===== src/sv/trm_pkg.sv =====
// shared constants and codes for the tiny register machine execute block
package trm_pkg;

    localparam int DATA_W        = 32;
    localparam int NUM_REGS      = 26;
    localparam int REG_ADDR_W    = $clog2(NUM_REGS);
    localparam int PC_W          = 11;
    localparam int PROGRAM_DEPTH = 1024;
    localparam int TARGET_W      = 10;
    localparam int OP_W          = 3;
    localparam int CMD_W         = 2;
    localparam int DIV_CNT_W     = $clog2(DATA_W + 1);

    // statement kinds
    localparam logic [CMD_W-1:0] CMD_ASSIGN = 2'd0;
    localparam logic [CMD_W-1:0] CMD_JUMP   = 2'd1;
    localparam logic [CMD_W-1:0] CMD_PRINT  = 2'd2;

    // assign operations
    localparam logic [OP_W-1:0] OP_COPY = 3'd0;
    localparam logic [OP_W-1:0] OP_ADD  = 3'd1;
    localparam logic [OP_W-1:0] OP_SUB  = 3'd2;
    localparam logic [OP_W-1:0] OP_MUL  = 3'd3;
    localparam logic [OP_W-1:0] OP_DIV  = 3'd4;

    // jump relations
    localparam logic [OP_W-1:0] REL_EQ = 3'd0;
    localparam logic [OP_W-1:0] REL_GT = 3'd1;
    localparam logic [OP_W-1:0] REL_LT = 3'd2;
    localparam logic [OP_W-1:0] REL_NE = 3'd3;
    localparam logic [OP_W-1:0] REL_LE = 3'd4;
    localparam logic [OP_W-1:0] REL_GE = 3'd5;

    // request from the execute control to the divider
    typedef struct packed {
        logic              start;
        logic [DATA_W-1:0] dividend;
        logic [DATA_W-1:0] divisor;
    } div_req_t;

    // answer from the divider
    typedef struct packed {
        logic              done;
        logic [DATA_W-1:0] quotient;
    } div_rsp_t;

endpackage


===== src/sv/tiny_register_machine_execute.sv =====
// top level: executes one decoded statement per item against a 26-entry register memory
//
//  channel | dir | handshake          | payload
//  --------+-----+--------------------+-----------------------------------------------
//  s_      | in  | s_tvalid/s_tready  | decoded statement (tdata, tuser)
//  m_      | out | m_tvalid/m_tready  | next pc, halted, print value, flags (tdata)
//  cfg_    | in  | cfg_valid/cfg_ready| program_length write (cfg_data)
//
//  one item at a time: copy, add, sub, mul, jump and print go through fetch, exec and done,
//  and a divide also waits in the div state on the bit-serial divider
//  register memory is read into registers at accept; the write-back lands before the next accept
//  reset clears pc, program_length and the register valid bits, so all registers read as zero
//  a result waiting on m_tready holds the block in its write-back cycle
module tiny_register_machine_execute
(
    input  logic                     clk,
    input  logic                     rst_n,
    // tdata: operation[2:0], dest_index[7:3], first_operand[39:8], second_operand[71:40],
    //        target_line[81:72], newline_after[82], zero fill [87:83]
    input  logic [87:0]              s_tdata,
    // tuser: cmd[1:0], first_is_register[2], second_is_register[3]
    input  logic [3:0]               s_tuser,
    input  logic                     s_tvalid,
    output logic                     s_tready,
    // tdata: next_pc[10:0], halted[11], print_valid[12], print_value[44:13],
    //        print_newline[45], divide_by_zero[46], zero fill [47]
    output logic [47:0]              m_tdata,
    output logic                     m_tvalid,
    input  logic                     m_tready,
    input  logic [trm_pkg::PC_W-1:0] cfg_data,
    input  logic                     cfg_valid,
    output logic                     cfg_ready
);

    localparam logic [2:0] S_IDLE  = 3'd0;
    localparam logic [2:0] S_FETCH = 3'd1;
    localparam logic [2:0] S_EXEC  = 3'd2;
    localparam logic [2:0] S_DIV   = 3'd3;
    localparam logic [2:0] S_DONE  = 3'd4;

    localparam int DW = trm_pkg::DATA_W;
    localparam int AW = trm_pkg::REG_ADDR_W;
    localparam int PW = trm_pkg::PC_W;

    logic [2:0]                   state_reg;
    logic [2:0]                   state_next;
    logic [PW-1:0]                pc_reg;
    logic [PW-1:0]                prog_len_reg;
    logic [trm_pkg::NUM_REGS-1:0] rf_valid_reg;
    logic [DW-1:0]                rf_mem [trm_pkg::NUM_REGS];

    // input fields
    logic [trm_pkg::CMD_W-1:0]    in_cmd;
    logic [trm_pkg::OP_W-1:0]     in_op;
    logic [4:0]                   in_dest;
    logic                         in_a_is_reg;
    logic [DW-1:0]                in_a;
    logic                         in_b_is_reg;
    logic [DW-1:0]                in_b;
    logic [trm_pkg::TARGET_W-1:0] in_target;
    logic                         in_nl;
    logic                         in_acc;

    // captured statement
    logic [trm_pkg::CMD_W-1:0]    cmd_reg;
    logic [trm_pkg::OP_W-1:0]     op_reg;
    logic [4:0]                   dest_reg;
    logic                         a_is_reg_reg;
    logic [DW-1:0]                a_imm_reg;
    logic                         b_is_reg_reg;
    logic [DW-1:0]                b_imm_reg;
    logic [trm_pkg::TARGET_W-1:0] target_reg;
    logic                         nl_reg;
    logic                         halt_reg;

    // register memory read side
    logic [AW-1:0]                addr_a;
    logic [AW-1:0]                addr_b;
    logic                         ok_a;
    logic                         ok_b;
    logic [DW-1:0]                rd_a_reg;
    logic [DW-1:0]                rd_b_reg;
    logic                         ok_a_reg;
    logic                         ok_b_reg;

    // execute
    logic [DW-1:0]                a_reg;
    logic [DW-1:0]                b_reg;
    logic [DW-1:0]                res_reg;
    logic [PW-1:0]                npc_reg;
    logic                         dz_reg;
    logic [PW-1:0]                pc_inc;
    logic                         taken;
    logic                         finish;
    logic                         rf_we;
    logic                         dest_ok;

    // output register
    logic                         out_valid_reg;
    logic [47:0]                  out_data_reg;

    trm_pkg::div_req_t            div_req;
    trm_pkg::div_rsp_t            div_rsp;

    assign in_op       = s_tdata[2:0];
    assign in_dest     = s_tdata[7:3];
    assign in_a        = s_tdata[39:8];
    assign in_b        = s_tdata[71:40];
    assign in_target   = s_tdata[81:72];
    assign in_nl       = s_tdata[82];
    assign in_cmd      = s_tuser[1:0];
    assign in_a_is_reg = s_tuser[2];
    assign in_b_is_reg = s_tuser[3];

    assign s_tready  = (state_reg == S_IDLE);
    assign in_acc    = s_tvalid && s_tready;
    assign cfg_ready = 1'b1;

    // port a also serves the printed register
    always_comb
    begin
        if (in_cmd == trm_pkg::CMD_PRINT)
        begin
            addr_a = in_dest[AW-1:0];
            ok_a   = (in_dest < 5'(trm_pkg::NUM_REGS));
        end
        else
        begin
            addr_a = in_a[AW-1:0];
            ok_a   = (in_a[DW-1:AW] == '0) && (in_a[AW-1:0] < AW'(trm_pkg::NUM_REGS));
        end
        addr_b = in_b[AW-1:0];
        ok_b   = (in_b[DW-1:AW] == '0) && (in_b[AW-1:0] < AW'(trm_pkg::NUM_REGS));
    end

    assign dest_ok = (dest_reg < 5'(trm_pkg::NUM_REGS));
    assign finish  = (state_reg == S_DONE) && (!out_valid_reg || m_tready);
    assign rf_we   = finish && !halt_reg && (cmd_reg == trm_pkg::CMD_ASSIGN) && dest_ok;

    // register memory, two read ports and one write port
    always_ff @(posedge clk)
    begin
        if (rf_we)
        begin
            rf_mem[dest_reg[AW-1:0]] <= res_reg;
        end
        if (in_acc)
        begin
            rd_a_reg <= rf_mem[addr_a];
            rd_b_reg <= rf_mem[addr_b];
        end
    end

    // a register never written reads as zero
    always_ff @(posedge clk or negedge rst_n)
    begin
        if (!rst_n)
        begin
            rf_valid_reg <= '0;
        end
        else if (rf_we)
        begin
            rf_valid_reg[dest_reg[AW-1:0]] <= 1'b1;
        end
    end

    always_comb
    begin
        state_next = state_reg;
        case (state_reg)
            S_IDLE:
            begin
                if (in_acc)
                begin
                    state_next = S_FETCH;
                end
            end
            S_FETCH:
            begin
                state_next = S_EXEC;
            end
            S_EXEC:
            begin
                if (!halt_reg && (cmd_reg == trm_pkg::CMD_ASSIGN)
                    && (op_reg == trm_pkg::OP_DIV) && (b_reg != '0))
                begin
                    state_next = S_DIV;
                end
                else
                begin
                    state_next = S_DONE;
                end
            end
            S_DIV:
            begin
                if (div_rsp.done)
                begin
                    state_next = S_DONE;
                end
            end
            S_DONE:
            begin
                if (finish)
                begin
                    state_next = S_IDLE;
                end
            end
            default:
            begin
                state_next = S_IDLE;
            end
        endcase
    end

    always_ff @(posedge clk or negedge rst_n)
    begin
        if (!rst_n)
        begin
            state_reg    <= S_IDLE;
            pc_reg       <= '0;
            prog_len_reg <= '0;
        end
        else
        begin
            state_reg <= state_next;
            if (cfg_valid && cfg_ready)
            begin
                prog_len_reg <= (cfg_data > PW'(trm_pkg::PROGRAM_DEPTH))
                                ? PW'(trm_pkg::PROGRAM_DEPTH) : cfg_data;
            end
            if (finish && !halt_reg)
            begin
                pc_reg <= npc_reg;
            end
        end
    end

    // statement capture at accept
    always_ff @(posedge clk)
    begin
        if (in_acc)
        begin
            cmd_reg      <= in_cmd;
            op_reg       <= in_op;
            dest_reg     <= in_dest;
            a_is_reg_reg <= in_a_is_reg;
            a_imm_reg    <= in_a;
            b_is_reg_reg <= in_b_is_reg;
            b_imm_reg    <= in_b;
            target_reg   <= in_target;
            nl_reg       <= in_nl;
            halt_reg     <= (pc_reg >= prog_len_reg);
            ok_a_reg     <= ok_a && rf_valid_reg[addr_a];
            ok_b_reg     <= ok_b && rf_valid_reg[addr_b];
        end
    end

    // operand select once the memory data is back
    always_ff @(posedge clk)
    begin
        if (state_reg == S_FETCH)
        begin
            if (cmd_reg == trm_pkg::CMD_PRINT || a_is_reg_reg)
            begin
                a_reg <= ok_a_reg ? rd_a_reg : '0;
            end
            else
            begin
                a_reg <= a_imm_reg;
            end
            b_reg <= b_is_reg_reg ? (ok_b_reg ? rd_b_reg : '0) : b_imm_reg;
        end
    end

    assign pc_inc = pc_reg + 1'b1;

    always_comb
    begin
        case (op_reg)
            trm_pkg::REL_EQ: taken = (a_reg == b_reg);
            trm_pkg::REL_GT: taken = ($signed(a_reg) > $signed(b_reg));
            trm_pkg::REL_LT: taken = ($signed(a_reg) < $signed(b_reg));
            trm_pkg::REL_NE: taken = (a_reg != b_reg);
            trm_pkg::REL_LE: taken = ($signed(a_reg) <= $signed(b_reg));
            trm_pkg::REL_GE: taken = ($signed(a_reg) >= $signed(b_reg));
            default:         taken = 1'b0;
        endcase
    end

    // alu, multiplier result registered straight into res_reg
    always_ff @(posedge clk)
    begin
        if (state_reg == S_EXEC)
        begin
            npc_reg <= (cmd_reg == trm_pkg::CMD_JUMP && taken) ? PW'(target_reg) : pc_inc;
            case (op_reg)
                trm_pkg::OP_ADD: res_reg <= a_reg + b_reg;
                trm_pkg::OP_SUB: res_reg <= a_reg - b_reg;
                trm_pkg::OP_MUL: res_reg <= a_reg * b_reg;
                trm_pkg::OP_DIV: res_reg <= '0;
                default:         res_reg <= a_reg;
            endcase
            dz_reg <= (cmd_reg == trm_pkg::CMD_ASSIGN) && (op_reg == trm_pkg::OP_DIV)
                      && (b_reg == '0);
        end
        else if (state_reg == S_DIV && div_rsp.done)
        begin
            res_reg <= div_rsp.quotient;
        end
    end

    assign div_req.start    = (state_reg == S_EXEC) && (state_next == S_DIV);
    assign div_req.dividend = a_reg;
    assign div_req.divisor  = b_reg;

    trm_div u_div
    (
        .clk   (clk),
        .rst_n (rst_n),
        .req   (div_req),
        .rsp   (div_rsp)
    );

    // output register
    always_ff @(posedge clk or negedge rst_n)
    begin
        if (!rst_n)
        begin
            out_valid_reg <= 1'b0;
        end
        else if (finish)
        begin
            out_valid_reg <= 1'b1;
        end
        else if (m_tready)
        begin
            out_valid_reg <= 1'b0;
        end
    end

    always_ff @(posedge clk)
    begin
        if (finish)
        begin
            if (halt_reg)
            begin
                out_data_reg <= {36'd0, 1'b1, pc_reg};
            end
            else
            begin
                out_data_reg <= {1'b0,
                                 (cmd_reg == trm_pkg::CMD_ASSIGN) && dz_reg,
                                 (cmd_reg == trm_pkg::CMD_PRINT) && nl_reg,
                                 (cmd_reg == trm_pkg::CMD_PRINT) ? a_reg : {DW{1'b0}},
                                 cmd_reg == trm_pkg::CMD_PRINT,
                                 npc_reg >= prog_len_reg,
                                 npc_reg};
            end
        end
    end

    assign m_tvalid = out_valid_reg;
    assign m_tdata  = out_data_reg;

endmodule


===== src/sv/trm_div.sv =====
// signed 32-bit divider, one quotient bit per cycle, truncating toward zero
module trm_div
(
    input  logic              clk,
    input  logic              rst_n,
    input  trm_pkg::div_req_t req,
    output trm_pkg::div_rsp_t rsp
);

    logic                            busy_reg;
    logic [trm_pkg::DIV_CNT_W-1:0]   count_reg;
    logic                            neg_reg;
    logic [trm_pkg::DATA_W-1:0]      quot_reg;
    logic [trm_pkg::DATA_W-1:0]      rem_reg;
    logic [trm_pkg::DATA_W-1:0]      dsr_reg;
    logic [trm_pkg::DATA_W:0]        rem_shift;
    logic [trm_pkg::DATA_W:0]        rem_sub;
    logic                            a_neg;
    logic                            b_neg;

    assign a_neg     = req.dividend[trm_pkg::DATA_W-1];
    assign b_neg     = req.divisor[trm_pkg::DATA_W-1];
    assign rem_shift = {rem_reg, quot_reg[trm_pkg::DATA_W-1]};
    assign rem_sub   = rem_shift - {1'b0, dsr_reg};

    always_ff @(posedge clk or negedge rst_n)
    begin
        if (!rst_n)
        begin
            busy_reg  <= 1'b0;
            count_reg <= '0;
        end
        else if (req.start)
        begin
            busy_reg  <= 1'b1;
            count_reg <= trm_pkg::DIV_CNT_W'(trm_pkg::DATA_W);
        end
        else if (busy_reg)
        begin
            if (count_reg == '0)
            begin
                busy_reg <= 1'b0;
            end
            else
            begin
                count_reg <= count_reg - 1'b1;
            end
        end
    end

    // restoring steps on magnitudes
    always_ff @(posedge clk)
    begin
        if (req.start)
        begin
            neg_reg  <= a_neg ^ b_neg;
            quot_reg <= a_neg ? (-req.dividend) : req.dividend;
            dsr_reg  <= b_neg ? (-req.divisor) : req.divisor;
            rem_reg  <= '0;
        end
        else if (busy_reg && (count_reg != '0))
        begin
            if (!rem_sub[trm_pkg::DATA_W])
            begin
                rem_reg  <= rem_sub[trm_pkg::DATA_W-1:0];
                quot_reg <= {quot_reg[trm_pkg::DATA_W-2:0], 1'b1};
            end
            else
            begin
                rem_reg  <= rem_shift[trm_pkg::DATA_W-1:0];
                quot_reg <= {quot_reg[trm_pkg::DATA_W-2:0], 1'b0};
            end
        end
    end

    assign rsp.done     = busy_reg && (count_reg == '0);
    assign rsp.quotient = neg_reg ? (-quot_reg) : quot_reg;

endmodule

===== config.mk =====
export PLATFORM = sky130hd
export DESIGN_NAME = tiny_register_machine_execute
export DESIGN_NICKNAME = d
export VERILOG_FILES = /design/src/sv/trm_pkg.sv /design/src/sv/tiny_register_machine_execute.sv /design/src/sv/trm_div.sv
export SDC_FILE = /design/constraint.sdc
export NUM_CORES = 2
export LEC_CHECK = 0
export BUFFER_PORTS_ARGS = -buffer_cell sky130_fd_sc_hd__buf_2
export CAP_MARGIN = 10
export CORE_ASPECT_RATIO = 1.5
export CORE_MARGIN = 3
export CORE_UTILIZATION = 51
export DETAILED_ROUTE_END_ITERATION = 12
export PLACE_DENSITY = 0.67
export SLEW_MARGIN = 20
export SYNTH_ARGS = -nofsm -noshare
export SYNTH_HDL_FRONTEND = slang
export SYNTH_SLANG_ARGS = --single-unit

===== constraint.sdc =====
create_clock -name clk -period 8.1 [get_ports clk]
set_clock_uncertainty 0.2 [all_clocks]
set_input_delay 2.43 -clock clk [delete_from_list [all_inputs] [get_ports clk]]
set_output_delay 2.43 -clock clk [all_outputs]
set_load 0.1 [all_outputs]

==> flow_metrics.py <==
metrics = {
    "run_status": {
        "status": "completed",
    },
    "drt": {
        "viasPerCell": 6.38,
        "drt_pre_antenna_iters": 6,
        "vias": 56500,
        "drcViolationCount": 0,
        "ant_nets": 0,
        "wl_per_cell_um": 30.1,
        "drtIter0Drc": 7251,
        "wl_um": 266000,
    },
    "floorplan": {
        "core_region_area_um2": 155000,
        "rows": 177,
        "initial_core_util": 0.514,
        "fp.dieArea_um2": 161000,
        "die_w_um": 329,
        "pin_count": 159,
        "die_y_um": 490,
    },
    "synthesis": {
        "async_flop_share": 0.0455,
        "synth_compound_area_frac": 0.0787,
        "synth_edf_count": 1206,
        "synthCells": 6463,
        "yosysSeqAreaShare": 0.481,
        "synthXorXnorAreaFrac": 0.0248,
        "dominantRegCellSynth": "edfxtp_1",
        "synth.avg_cell_area_um2": 12.3,
        "netlist_area_um2": 79700,
        "yosys_warnings": 0,
        "synth_nets": 7227,
        "synth.area.mux_share": 0.127,
        "yosys.area_share.simple": 0.102,
        "synth_fa_ha_area_frac": 0.142,
        "synth_top_family_by_area": "adder cells",
        "synth.distinct_cells": 85,
        "synth-seq-cells": 1297,
    },
    "timing": {
        "setup_violations": 0,
        "finalSetupTns_ns": 0,
        "rsz0062_at_grt": "no",
        "drv_slew": 0,
        "period_share": 0.972,
        "fmax_mhz": 127,
        "period_needed_ns": 7.88,
        "worstMarginPinSlew_ns": 1.22,
        "max_slew_margin": 0.175,
        "finalHoldViolCount": 0,
    },
    "cells_and_area": {
        "seqCellArea_um2": 38300,
        "finalNetCount": 7441,
        "syn2layout_area_growth_pct": 11.9,
        "largest_register_ff_count": 832,
        "fill_cells": 12400,
        "drive_gt1_frac": 0.175,
        "multiInputGateArea_um2": 38200,
    },
    "global_routing": {
        "grt_pass1_wl_um": 383000,
        "grt_max_degree": 110,
        "grt_usage": 0.329,
        "grt_pass1_vias": 57500,
        "gr-total-overflow": 0,
        "antenna_found_initial": 12,
    },
    "placement": {
        "port_buffers": 151,
        "hpwl_um": 184000,
        "place_congestion": 0.997,
    },
    "cts": {
        "clk_path_buf_depth": 3,
        "hold_buffers": 0,
        "root_buffer": "clkbuf_16",
        "clk_latency_ns": 0.80,
        "cts_tree": "done",
        "clock-sinks": 1297,
        "path_clk_slew_ns": 0.07,
        "numCtsBuffers": 130,
        "cts_max_level": 4,
    },
    "critical_path": {
        "slowest_delay_ns": 0.55,
        "worstSetupPathType": "reg2reg",
        "critPathCaptureType": "register",
        "cpMostUsedCell": "fa_1",
        "cp.required_ns": 8.44,
        "crit_slowest_cell": "fa_1",
        "cp.arrival_ns": 8.21,
        "worstPathMaxFanout": 8,
        "cp-start-kind": "register",
    },
    "flow_run": {
        "max_cap_violations": 0,
    },
    "worst_hold_path": {
        "min_path_type": "reg2reg",
    },
}
## metal layers
metal | vias up | wire length (µm) | global-route usage
met1 | 28500 | 91100 | 0.394
met4 | 2 | 21400 | 0.221
met2 | 3403 | 129000 | 0.542
met3 | 873 | 24300 | 0.0593
li1 | 23700 | - | -
met5 | - | 17 | 0
## through the flow
stage | utilization | instance area (µm²) | setup slack [ns] | instances | hold WS [ns]
floorplan | - | 79700 | 0.661 | 6463 | 0.250
global placement | 0.546 | 84700 | 0.191 | 8597 | 0.266
global route | 0.574 | 89200 | 0.0403 | 8845 | 0.306
CTS | 0.574 | 89100 | 0.138 | 8839 | 0.287
finish | 0.575 | 89200 | 0.224 | 8852 | 0.284
detailed placement | 0.546 | 84800 | 0.237 | 8600 | 0.275
## worst paths after layout
kind | startpoint | to | slack, ns | cells after the start
max reg2reg | b_reg[6] | res_reg[30] | 0.22 | 26
max in group asynchronous | rst_n | pc_reg[4] | 5.52 | 2
min | u_div.rem_reg[3] | u_div.rem_reg[3] | 0.28 | 2
min in group asynchronous | rst_n | rf_valid_reg[19] | 1.62 | 2
max | b_reg[6] | res_reg[30] | 0.22 | 26
min reg2reg | u_div.rem_reg[3] | u_div.rem_reg[3] | 0.28 | 2
## critical path, delay by kind of cell (launching register included)
family | cells | cell delay, ns
adder cells (fa/ha/maj) | 9 | 3.85
AO/OA/AOI/OAI | 7 | 1.62
buffers and inverters | 6 | 0.83
AND/OR/NAND/NOR | 3 | 0.48
flip-flops | 1 | 0.44
multiplexers | 1 | 0.23
## cells in the final DEF, fill, tap and decap left out, types with 42 or more instances in the layout
master	n
nor2_1	264
mux2i_1	183
o211ai_1	51
buf_4	301
xnor2_1	138
mux2_2	65
dfrtp_1	59
buf_2	146
a21oi_1	257
o21ai_0	315
nand3_1	139
o31ai_1	68
fa_1	411
clkbuf_16	131
ha_1	245
a21o_1	42
xor2_1	87
nand2_1	768
edfxtp_1	1206
o221ai_1	45
inv_1	541
mux4_2	334
and2_1	293
## final cells by class
cell class                 instances  share of cell area
clock buffer                     150              0.0377
antenna                           10            0.000281
clock inverter                    89              0.0106
tap                             2058              0.0289
multi-input combinational       4220               0.428
sequential                      1297               0.430
inverter                         544              0.0229
timing repair buffer             484              0.0419
## cells in the mapped netlist (all sizes together), types with 9 or more instances
| master | count | share of area |
|---|---|---|
| o41ai | 15 | 0.0017 |
| and2 | 296 | 0.023 |
| edfxtp | 1206 | 0.45 |
| dfxtp | 32 | 0.0080 |
| or2 | 41 | 0.0032 |
| clkbuf | 328 | 0.015 |
| nor3 | 42 | 0.0026 |
| a21o | 42 | 0.0040 |
| or3 | 20 | 0.0016 |
| xnor2 | 139 | 0.015 |
| inv | 543 | 0.026 |
| mux4 | 334 | 0.094 |
| nand3b | 10 | 0.00094 |
| nand2b | 33 | 0.0026 |
| nand2 | 768 | 0.036 |
| nand3 | 139 | 0.0087 |
| ha | 245 | 0.038 |
| nor2b | 18 | 0.0014 |
| o21ai | 322 | 0.020 |
| o221ai | 45 | 0.0049 |
| a221o | 12 | 0.0015 |
| xor2 | 87 | 0.0096 |
| buf | 74 | 0.0036 |
| o22ai | 37 | 0.0029 |
| fa | 411 | 0.10 |
| a211oi | 17 | 0.0016 |
| a21oi | 260 | 0.016 |
| o211ai | 51 | 0.0048 |
| a31oi | 17 | 0.0013 |
| mux2 | 67 | 0.0095 |
| o21bai | 18 | 0.0017 |
| nand4 | 14 | 0.0012 |
| or4 | 20 | 0.0021 |
| o21a | 10 | 0.00094 |
| a222oi | 11 | 0.0014 |
| a221oi | 16 | 0.0018 |
| nor2 | 292 | 0.014 |
| dfrtp | 59 | 0.019 |
| nor4 | 29 | 0.0024 |
| o31ai | 71 | 0.0068 |
| mux2i | 188 | 0.024 |
| and3 | 9 | 0.00071 |
## cells by family after synthesis
logic type	after synthesis
AND/OR/NAND/NOR	1742
XOR/XNOR	226
AO/OA/AOI/OAI	1005
buffers and inverters	946
other	2
multiplexers	589
adder cells (fa/ha/maj)	656
flip-flops	1297
## repair_timing
| item | 4_1_cts | 5_1_grt |
|---|---|---|
| endpoints found under the setup margin | 0 | 5 |
| buffers inserted | 0 | 2 |
| gates resized for setup | 0 | 4 |
Power is not shown: default switching activity piles up to over one toggle a cycle in this logic, so the estimate is an artifact.
